--- src/rtl/pixel_edge_feature_extractor_macros.svh ---
// Assertion macros used by the edge feature extractor datapath.
// Plain text macros only; no dependencies.
`ifndef PIXEL_EDGE_FEATURE_EXTRACTOR_MACROS_SVH
`define PIXEL_EDGE_FEATURE_EXTRACTOR_MACROS_SVH

// Same-cycle implication, disabled in reset.
`define PEFE_ASSERT_IMP(label, clk, rst, ante, cons, msg) \
   label: assert property (@(posedge clk) disable iff (rst) (ante) |-> (cons)) \
      else $error(msg);

// Next-cycle implication, disabled in reset.
`define PEFE_ASSERT_NXT(label, clk, rst, ante, cons, msg) \
   label: assert property (@(posedge clk) disable iff (rst) (ante) |=> (cons)) \
      else $error(msg);

`endif

--- src/rtl/pefe_pkg.sv ---
// Types, constants and command/status structs of the edge feature extractor.
// No dependencies.
`timescale 1ns / 1ps
`default_nettype none
package pefe_pkg;

   localparam int MAX_WIDTH     = 1024;
   localparam int MAX_HEIGHT    = 1024;
   localparam int DIR_FRAC_BITS = 14;

   localparam int PIX_W   = 8;
   localparam int DIM_W   = 11;
   localparam int COL_W   = $clog2(MAX_WIDTH);
   localparam int ROW_W   = 11;
   localparam int OUT_W   = 10;
   localparam int MEM_DEPTH = 2 * MAX_WIDTH;
   localparam int ADDR_W  = $clog2(MEM_DEPTH);
   localparam int GRAD_W  = 9;
   localparam int SUM_W   = 17;
   localparam int RAD_W   = 30;
   localparam int MAG_W   = 15;
   localparam int REM_W   = 17;
   localparam int SQRT_STEPS = RAD_W / 2;
   localparam int DIR_W   = 16;
   localparam int DIV_SHIFT = DIR_FRAC_BITS + 6;
   localparam int NUM_W   = PIX_W + DIV_SHIFT + 1;
   localparam int Q_W     = DIR_FRAC_BITS + 3;
   localparam int ITER_W  = 5;
   localparam int DATA_OUT_W = 104;

   localparam logic [DIM_W-1:0] RESET_WIDTH  = DIM_W'(640);
   localparam logic [DIM_W-1:0] RESET_HEIGHT = DIM_W'(480);
   localparam logic [DIM_W-1:0] MAX_W_DIM    = DIM_W'(MAX_WIDTH);
   localparam logic [DIM_W-1:0] MAX_H_DIM    = DIM_W'(MAX_HEIGHT);

   typedef enum logic {
      CSR_FRAME_WIDTH  = 1'b0,
      CSR_FRAME_HEIGHT = 1'b1
   } csr_index_type;

   typedef enum logic [1:0] {
      RD_CENTRE, RD_UP, RD_LEFT, RD_RIGHT
   } rd_sel_type;

   typedef enum logic [3:0] {
      S_CLEAR, S_IDLE, S_PREP, S_RD_C, S_RD_U, S_RD_L, S_RD_R, S_RD_WAIT,
      S_CALC, S_SQRT, S_DIV_LOAD, S_DIV, S_DONE
   } state_type;

   typedef struct packed {
      logic       clear_step;
      logic       accept;
      logic       prep;
      logic       rd_en;
      rd_sel_type rd_sel;
      logic       calc;
      logic       sqrt_step;
      logic       div_load;
      logic       div_step;
      logic       finish;
   } ctrl_cmd_type;

   typedef struct packed {
      logic clear_last;
      logic early;
      logic row_zero;
      logic out_free;
   } dp_status_type;

endpackage
`default_nettype wire

--- src/rtl/pefe_ctrl.sv ---
// Sequencer of the edge feature extractor: clearing pass, neighbor reads,
// square root and divide iterations, result hand-off. Uses pefe_pkg.
`timescale 1ns / 1ps
`default_nettype none
module pefe_ctrl
   import pefe_pkg::*;
(
   input  wire logic          clock,
   input  wire logic          reset,
   input  wire logic          req_tvalid,
   output logic               req_tready,
   input  wire dp_status_type status,
   output ctrl_cmd_type       cmd
);

   state_type         state_ff, state_in;
   logic [ITER_W-1:0] iter_ff, iter_in;

   always_ff @(posedge clock) begin
      if (reset) begin
         state_ff <= S_CLEAR;
         iter_ff  <= '0;
      end else begin
         state_ff <= state_in;
         iter_ff  <= iter_in;
      end
   end

   always_comb begin
      state_in   = state_ff;
      iter_in    = iter_ff;
      cmd        = '0;
      cmd.rd_sel = RD_CENTRE;
      req_tready = 1'b0;
      unique case (state_ff)
         S_CLEAR: begin
            cmd.clear_step = 1'b1;
            if (status.clear_last) state_in = S_IDLE;
         end
         S_IDLE: begin
            req_tready = 1'b1;
            if (req_tvalid) begin
               cmd.accept = 1'b1;
               state_in   = S_PREP;
            end
         end
         S_PREP: begin
            cmd.prep = 1'b1;
            state_in = (status.early || status.row_zero) ? S_IDLE : S_RD_C;
         end
         S_RD_C: begin
            cmd.rd_en = 1'b1;
            state_in  = S_RD_U;
         end
         S_RD_U: begin
            cmd.rd_en  = 1'b1;
            cmd.rd_sel = RD_UP;
            state_in   = S_RD_L;
         end
         S_RD_L: begin
            cmd.rd_en  = 1'b1;
            cmd.rd_sel = RD_LEFT;
            state_in   = S_RD_R;
         end
         S_RD_R: begin
            cmd.rd_en  = 1'b1;
            cmd.rd_sel = RD_RIGHT;
            state_in   = S_RD_WAIT;
         end
         S_RD_WAIT: state_in = S_CALC;
         S_CALC: begin
            cmd.calc = 1'b1;
            iter_in  = '0;
            state_in = S_SQRT;
         end
         S_SQRT: begin
            cmd.sqrt_step = 1'b1;
            iter_in       = iter_ff + 1'b1;
            if (iter_ff == ITER_W'(SQRT_STEPS - 1)) state_in = S_DIV_LOAD;
         end
         S_DIV_LOAD: begin
            cmd.div_load = 1'b1;
            iter_in      = '0;
            state_in     = S_DIV;
         end
         S_DIV: begin
            cmd.div_step = 1'b1;
            iter_in      = iter_ff + 1'b1;
            if (iter_ff == ITER_W'(Q_W - 1)) state_in = S_DONE;
         end
         S_DONE: begin
            // hold until the output register can take the result
            if (status.out_free) begin
               cmd.finish = 1'b1;
               state_in   = S_IDLE;
            end
         end
         default: state_in = S_IDLE;
      endcase
   end

endmodule
`default_nettype wire

--- config.mk ---
export PLATFORM = sky130hd
export DESIGN_NAME = pefe_ctrl
export DESIGN_NICKNAME = d
export VERILOG_FILES = /design/src/rtl/pixel_edge_feature_extractor_macros.svh /design/src/rtl/pefe_pkg.sv /design/src/rtl/pefe_ctrl.sv
export SDC_FILE = /design/constraint.sdc
export NUM_CORES = 1
export LEC_CHECK = 0
export BUFFER_PORTS_ARGS = -buffer_cell sky130_fd_sc_hd__buf_2
export CAP_MARGIN = 15
export CORE_MARGIN = 1
export CORE_UTILIZATION = 30
export CTS_CLUSTER_SIZE = 16
export DETAILED_ROUTE_END_ITERATION = 8
export SLEW_MARGIN = 15
export SYNTH_ARGS = -nofsm -noshare
export SYNTH_HDL_FRONTEND = slang
export SYNTH_SLANG_ARGS = --single-unit
--- constraint.sdc ---
create_clock -name clock -period 4.3 [get_ports clock]
set_clock_uncertainty 0.05 [all_clocks]
set_input_delay 0.645 -clock clock [delete_from_list [all_inputs] [get_ports clock]]
set_output_delay 0.645 -clock clock [all_outputs]
set_load 0.03 [all_outputs]
==> flow_summary.json, run 1 <==
{
  "run_status": "completed",
  "placeable_core_area_um2": 2002,
  "fraction_of_layout_cells_with_a_size_suffix_above_1": 0.2190,
  "timing.final.max_slew_violations": 0,
  "max_incr_delay_on_cp_ns": 0.67,
  "number_of_distinct_library_cells_after_synthesis": 36,
  "cp_data_required_time_ns": 3.61,
  "maxCapViolations": 0,
  "placer_congestion_estimate": 0.7455,
  "area_delta_synth_final_pct": 16.83,
  "maximum_number_of_pins_on_one_net_before_global_route_repair": 20,
  "vias_per_cell": 5.061,
  "avgRoutedWirePerCell_um": 10.54,
  "cp_max_fo": 19,
  "critical_path.top_delay_family": "flip-flops",
  "tightest_slew_ns": 0.5616,
  "nNetsFinal": 116,
  "cts-root-buf": "sky130_fd_sc_hd__clkbuf_4",
  "critPathLaunchType": "flop",
  "fp.dieH_um": 48.71,
  "syn-cell-area_um2": 654.4,
  "route.final.wire_length_um": 1391,
  "grt_antenna_before_repair": 0,
  "postCtsResizedCells": 0,
  "critical_path_buf_inv_count": 1,
  "dieWidth_um": 48.71,
  "via_count_of_the_first_global_routing_pass": 559,
  "cts_max_level": 1,
  "grt_pass1_wl_um": 2394,
  "final_setup_tns_ns": 0,
  "synth_nets": 100,
  "place_hpwl_um": 1006,
  "grt_overflow_total": 0,
  "cts_hold_buffers": 0,
  "syn_area_per_cell_um2": 7.271,
  "track_usage": 0.1313,
  "clock_tree_from_tritoncts": "built",
  "cp.arrival_ns": 1.64,
  "tritoncts_num_sinks": 9,
  "synth_cells": 90,
  "synth.yosys.seq_area_share": 0.2753,
  "layout_min_cycle_time_ns": 2.339,
  "drcViolationCount": 0,
  "ys_warn_count": 0,
  "cts_inserted_buffers": 3,
  "setup_viol_count_final": 0,
  "buffer_ports.inserted": 18,
  "post_cts.repair.setup_buffers": 0,
  "placement_rows": 16,
  "inserted_diodes": 0,
  "final_min_period_over_clock_period": 0.5439,
  "hold_viol_final": 0,
  "power.density_cell_area_nw_per_um2": 262.0,
  "detail_route.first_pass.iterations": 4,
  "critical_path.slowest_cell": "sky130_fd_sc_hd__dfxtp_1",
  "grt_setup_unrepaired": "false",
  "ant_nets": 0,
  "maxSlewHeadroom": 0.6251,
  "clock_latency_on_the_worst_skew_pair_ns": 0.26,
  "synth-seq-cells": 9,
  "layout_setup_ws_ns": 1.961,
  "io-pin-count": 19,
  "min-delay-path-class": "flop to flop",
  "post-place-ws_ns": 2.227,
  "max_freq_mhz": 427.6,
  "static-leakage-power_uw": 0.0003128,
  "cts-root-to-sink-buffers": 2,
  "crit_path_cell_trace": "nand2_1, xor2_1, nor2_1, buf_2",
  "power_uw": 200.3,
  "worstSetupPathType": "flop to primary output",
  "initial_core_util": 0.3269,
  "power.ir.vdd_worst_mv": 0.1335,
  "clk_transition_reported_paths_ns": 0.06,
  "die_area_um2": 2372,
  "via_count": 668,
  "end_kind": "primary output",
  "fillCellCount": 222,
  "drt_first_iter_violations": 15
}
[worst reg2reg max path, delay by kind of cell, from the launching register on]
family | cells | cell delay [ns]
AOI/OAI and AO/OA | 1 | 0.14
DFF | 1 | 0.67
and+or+nand+nor | 2 | 0.67
[Yosys cell counts (all sizes together)]
library cell / instances / area, um^2
a21oi: 11 / 55.05
o21bai: 1 / 7.510
nand2b: 2 / 12.51
nand3b: 2 / 15.01
nor4b: 1 / 8.760
nand4bb: 1 / 11.26
or3b: 1 / 8.760
inv: 3 / 11.26
dfxtp: 9 / 180.2
nand4b: 1 / 8.760
clkbuf: 1 / 3.750
buf: 6 / 36.29
nand4: 1 / 6.260
nor3: 5 / 25.02
a2111oi: 1 / 8.760
nand2: 7 / 26.28
and2: 1 / 6.260
nor4: 1 / 6.260
o31ai: 1 / 7.510
a21o: 2 / 15.01
o21ai: 2 / 10.01
and3: 1 / 6.260
a211oi: 1 / 12.51
o211ai: 1 / 7.510
or3: 2 / 12.51
nor2b: 1 / 6.260
o41ai: 1 / 8.760
o31a: 1 / 10.01
or2b: 1 / 7.510
xor2: 1 / 8.760
nand3: 2 / 10.01
ha: 3 / 37.54
nor2: 15 / 56.30
[power breakdown]
group / leakage, uW / internal [uW] / total [uW] / switching, uW
logic: 0.000225 / 14.9 / 38.5 / 23.6
registers: 0.0000729 / 85.8 / 95.7 / 9.96
clock network: 0.0000150 / 35.8 / 66.1 / 30.3
total: 0.000313 / 136 / 200 / 63.9
[registers in the layout (all words and copies together) (netlist names)]
signal and count:
iter_ff 5, state_ff 4
[final cells by class]
class                      instances  area, um^2  area share
tap                               27       33.78     0.04419
inverter                           3       11.26     0.01473
timing repair buffer              18       90.09      0.1178
sequential                         9       180.2      0.2357
clock buffer                       4       26.28     0.03437
multi-input combinational         71       422.9      0.5532
[layer usage]
metal	routed length [um]	part of all wire	global-route usage
met5	0	0	0
met4	28	0.020	0.1029
met3	43	0.031	0.02201
met2	551	0.40	0.1713
met1	767	0.55	0.1860
[per-stage QoR]
stage | hold slack (ns) | utilization | std cells | instance area, um^2
floorplan | 0.4199 | - | 90 | 654.4
global placement | 0.4598 | 0.3688 | 128 | 738.2
detailed placement | 0.4499 | 0.3688 | 128 | 738.2
CTS | 0.4605 | 0.3819 | 132 | 764.5
global route | 0.4802 | 0.3819 | 132 | 764.5
finish | 0.4602 | 0.3819 | 132 | 764.5
[cell families after synthesis]
logic type | synth area share
buf+inv | 0.07840
simple gates | 0.3576
flops | 0.2753
compound gates | 0.2180
xor+xnor | 0.01339
fa+ha+maj | 0.05737
[worst paths after layout]
kind                                  from                 endpoint  slack (ns)  cells after the start
setup / recovery  state_ff[0]$_SDFFE_PP0P_                   cmd[7]        1.96                      4
hold / removal     iter_ff[4]$_SDFFE_PP0P_  iter_ff[4]$_SDFFE_PP0P_        0.46                      2
setup reg to reg  state_ff[0]$_SDFFE_PP0P_  iter_ff[2]$_SDFFE_PP0P_        2.70                      3
hold reg to reg    iter_ff[4]$_SDFFE_PP0P_  iter_ff[4]$_SDFFE_PP0P_        0.46                      2
[placed cells by master (no fill, tap or decap), types with 2 or more instances in the layout]
cell                        n
sky130_fd_sc_hd__buf_2     18
sky130_fd_sc_hd__nor2_1    15
sky130_fd_sc_hd__a21oi_1   11
sky130_fd_sc_hd__dfxtp_1    9
sky130_fd_sc_hd__nand2_1    7
sky130_fd_sc_hd__nor3_1     5
sky130_fd_sc_hd__inv_1      3
sky130_fd_sc_hd__ha_1       3
sky130_fd_sc_hd__clkbuf_4   3
sky130_fd_sc_hd__nand2b_1   2
sky130_fd_sc_hd__nand3b_1   2
sky130_fd_sc_hd__nand3_1    2
sky130_fd_sc_hd__or3_1      2
sky130_fd_sc_hd__o21ai_0    2
sky130_fd_sc_hd__a21o_1     2
(Power assumes the default switching activity.)
==> inputs of run 2 (changes only) <==
clock period = 2.1 ns   (was 4.3 ns; I/O delays follow)
==> run 2 against run 1 <==
Final cell count grew 0.76%; utilization is 0.37 points higher; largest power group unchanged; critical endpoint is now cmd[4]; worst setup slack worse by 1.8 ns; via count rose by 2.4%; power is 110% higher; clock power up 110%; final area increased by 0.98%; die area did not move; first-iteration DRC count grew 27%.
==> flow_summary.json, run 2 (synthesis results as in run 1) <==
{
  "run_status": "completed",
  "static-leakage-power_uw": 0.0003179,
  "fp.dieH_um": 48.71,
  "power.ir.vdd_worst_mv": 0.2369,
  "maxCapViolations": 0,
  "cts_hold_buffers": 0,
  "grt_pass1_wl_um": 2490,
  "p_sw_frac": 0.3188,
  "setup_viol_count_final": 0,
  "top_register": "iter_ff",
  "die_area_um2": 2372,
  "tightest_slew_ns": 0.5769,
  "cts_inserted_buffers": 3,
  "cts-root-to-sink-buffers": 2,
  "power.clock.fraction": 0.328,
  "min-delay-path-class": "input port to flop",
  "finalCoreUtilization": 0.3856,
  "hold_viol_final": 0,
  "clock_latency_on_the_worst_skew_pair_ns": 0.27,
  "mostFrequentLayoutCells": "sky130_fd_sc_hd__buf_2, sky130_fd_sc_hd__nor2_1, sky130_fd_sc_hd__a21oi_1",
  "clock_tree_from_tritoncts": "built",
  "via_count_of_the_first_global_routing_pass": 566,
  "nNetsFinal": 117,
  "final_min_period_over_clock_period": 0.9221,
  "reg_top3": "iter_ff (5), state_ff (4)",
  "fillCellCount": 231,
  "area_delta_synth_final_pct": 17.97,
  "track_usage": 0.1332,
  "maximum_number_of_pins_on_one_net_before_global_route_repair": 18,
  "power.sequential.fraction": 0.460,
  "cp.arrival_ns": 1.57,
  "initial_core_util": 0.3269,
  "cts-root-buf": "sky130_fd_sc_hd__clkbuf_4",
  "share_comb_of_total_power": 0.213,
  "flip_flop_count_of_the_largest_register_all_copies_and_words_added": 5,
  "inserted_diodes": 0,
  "via_count": 684,
  "vias_per_cell": 5.143,
  "grt_setup_unrepaired": "false",
  "cp_data_required_time_ns": 1.74,
  "detail_route.first_pass.iterations": 4,
  "drt_first_iter_violations": 19,
  "maxSlewHeadroom": 0.6054,
  "power.net_switching_uw": 132.0,
  "final_setup_tns_ns": 0,
  "commonest_non_fill_non_tap_cell_in_the_layout": "sky130_fd_sc_hd__buf_2",
  "placement_rows": 16,
  "grt_overflow_total": 0,
  "fraction_of_layout_cells_with_a_size_suffix_above_1": 0.2264,
  "postCtsResizedCells": 0,
  "avgRoutedWirePerCell_um": 10.90,
  "ant_nets": 0,
  "cp_max_fo": 15,
  "tritoncts_num_sinks": 9,
  "layout_min_cycle_time_ns": 1.936,
  "end_kind": "primary output",
  "route.final.wire_length_um": 1450,
  "grt_antenna_before_repair": 0,
  "place_hpwl_um": 1063,
  "buffer_ports.inserted": 18,
  "cts_max_level": 1,
  "critPathLaunchType": "flop",
  "timing.final.max_slew_violations": 0,
  "power.density_cell_area_nw_per_um2": 536.2,
  "max_freq_mhz": 516.4,
  "drcViolationCount": 0,
  "io-pin-count": 19,
  "worstSetupPathType": "flop to primary output",
  "post_cts.repair.setup_buffers": 0,
  "intPower_uw": 282.0,
  "placer_congestion_estimate": 0.7555,
  "clk_transition_reported_paths_ns": 0.06,
  "dieWidth_um": 48.71,
  "placeable_core_area_um2": 2002
}
-- run 2: changes by cell type in the layout (fill, tap and decap cells not counted) --
cell                    before  now
sky130_fd_sc_hd__buf_4       0    1
-- run 2: cell type report --
class	instances	area, um^2	share of cell area
timing repair buffer	19	97.59	0.1264
clock buffer	4	26.28	0.03404
inverter	3	11.26	0.01459
tap	27	33.78	0.04376
multi-input combinational	71	422.9	0.5478
sequential	9	180.2	0.2334
-- run 2: path summary, 6_finish.rpt --
path | start | slack [ns] | to | depth (start not counted)
worst max register to register | iter_ff[0]$_SDFFE_PP0P_ | 0.36 | state_ff[1]$_SDFFE_PP0P_ | 6
worst min register to register | iter_ff[4]$_SDFFE_PP0P_ | 0.47 | iter_ff[4]$_SDFFE_PP0P_ | 2
worst min-delay path | reset | 0.30 | iter_ff[2]$_SDFFE_PP0P_ | 2
worst max-delay path | state_ff[3]$_SDFFE_PP0P_ | 0.16 | cmd[4] | 3
-- run 2: critical path, cell delays in order (launching register included) --
cell                       delay, ns
sky130_fd_sc_hd__dfxtp_1        0.59
sky130_fd_sc_hd__nand2b_1       0.30
sky130_fd_sc_hd__nor3_1         0.19
sky130_fd_sc_hd__buf_2          0.23
-- run 2: stage by stage --
stage / total power, uW / std cells / cell area, um^2 / hold WS (ns) / setup WS, ns
6_report: 414.0 / 133 / 772.0 / 0.2988 / 0.1636
4_1_cts: 416.2 / 133 / 772.0 / 0.2937 / 0.1681
3_3_place_gp: 281.8 / 129 / 745.7 / 0.4521 / 0.4547
5_1_grt: 439.9 / 133 / 772.0 / 0.3121 / 0.01003
2_1_floorplan: 258.5 / 90 / 654.4 / 0.4199 / 0.02115
3_5_place_dp: 282.1 / 129 / 745.7 / 0.4517 / 0.4366
-- run 2: routing by layer --
metal,track usage,routed length (um),vias to the layer above
li1,-,-,349
met1,0.1846,724,306
met2,0.1852,580,27
met3,0.02516,132,2
met4,0.08824,12,0
met5,0,0,-
-- run 2: power groups by stage --
stage               logic (uW)  registers, uW  clock network (uW)
CTS                       88.0            190                 138
finish                    88.0            190                 136
global placement          87.6            194                   0
detailed placement        88.0            194                   0
global route              96.3            193                 151
floorplan                 76.2            182                   0
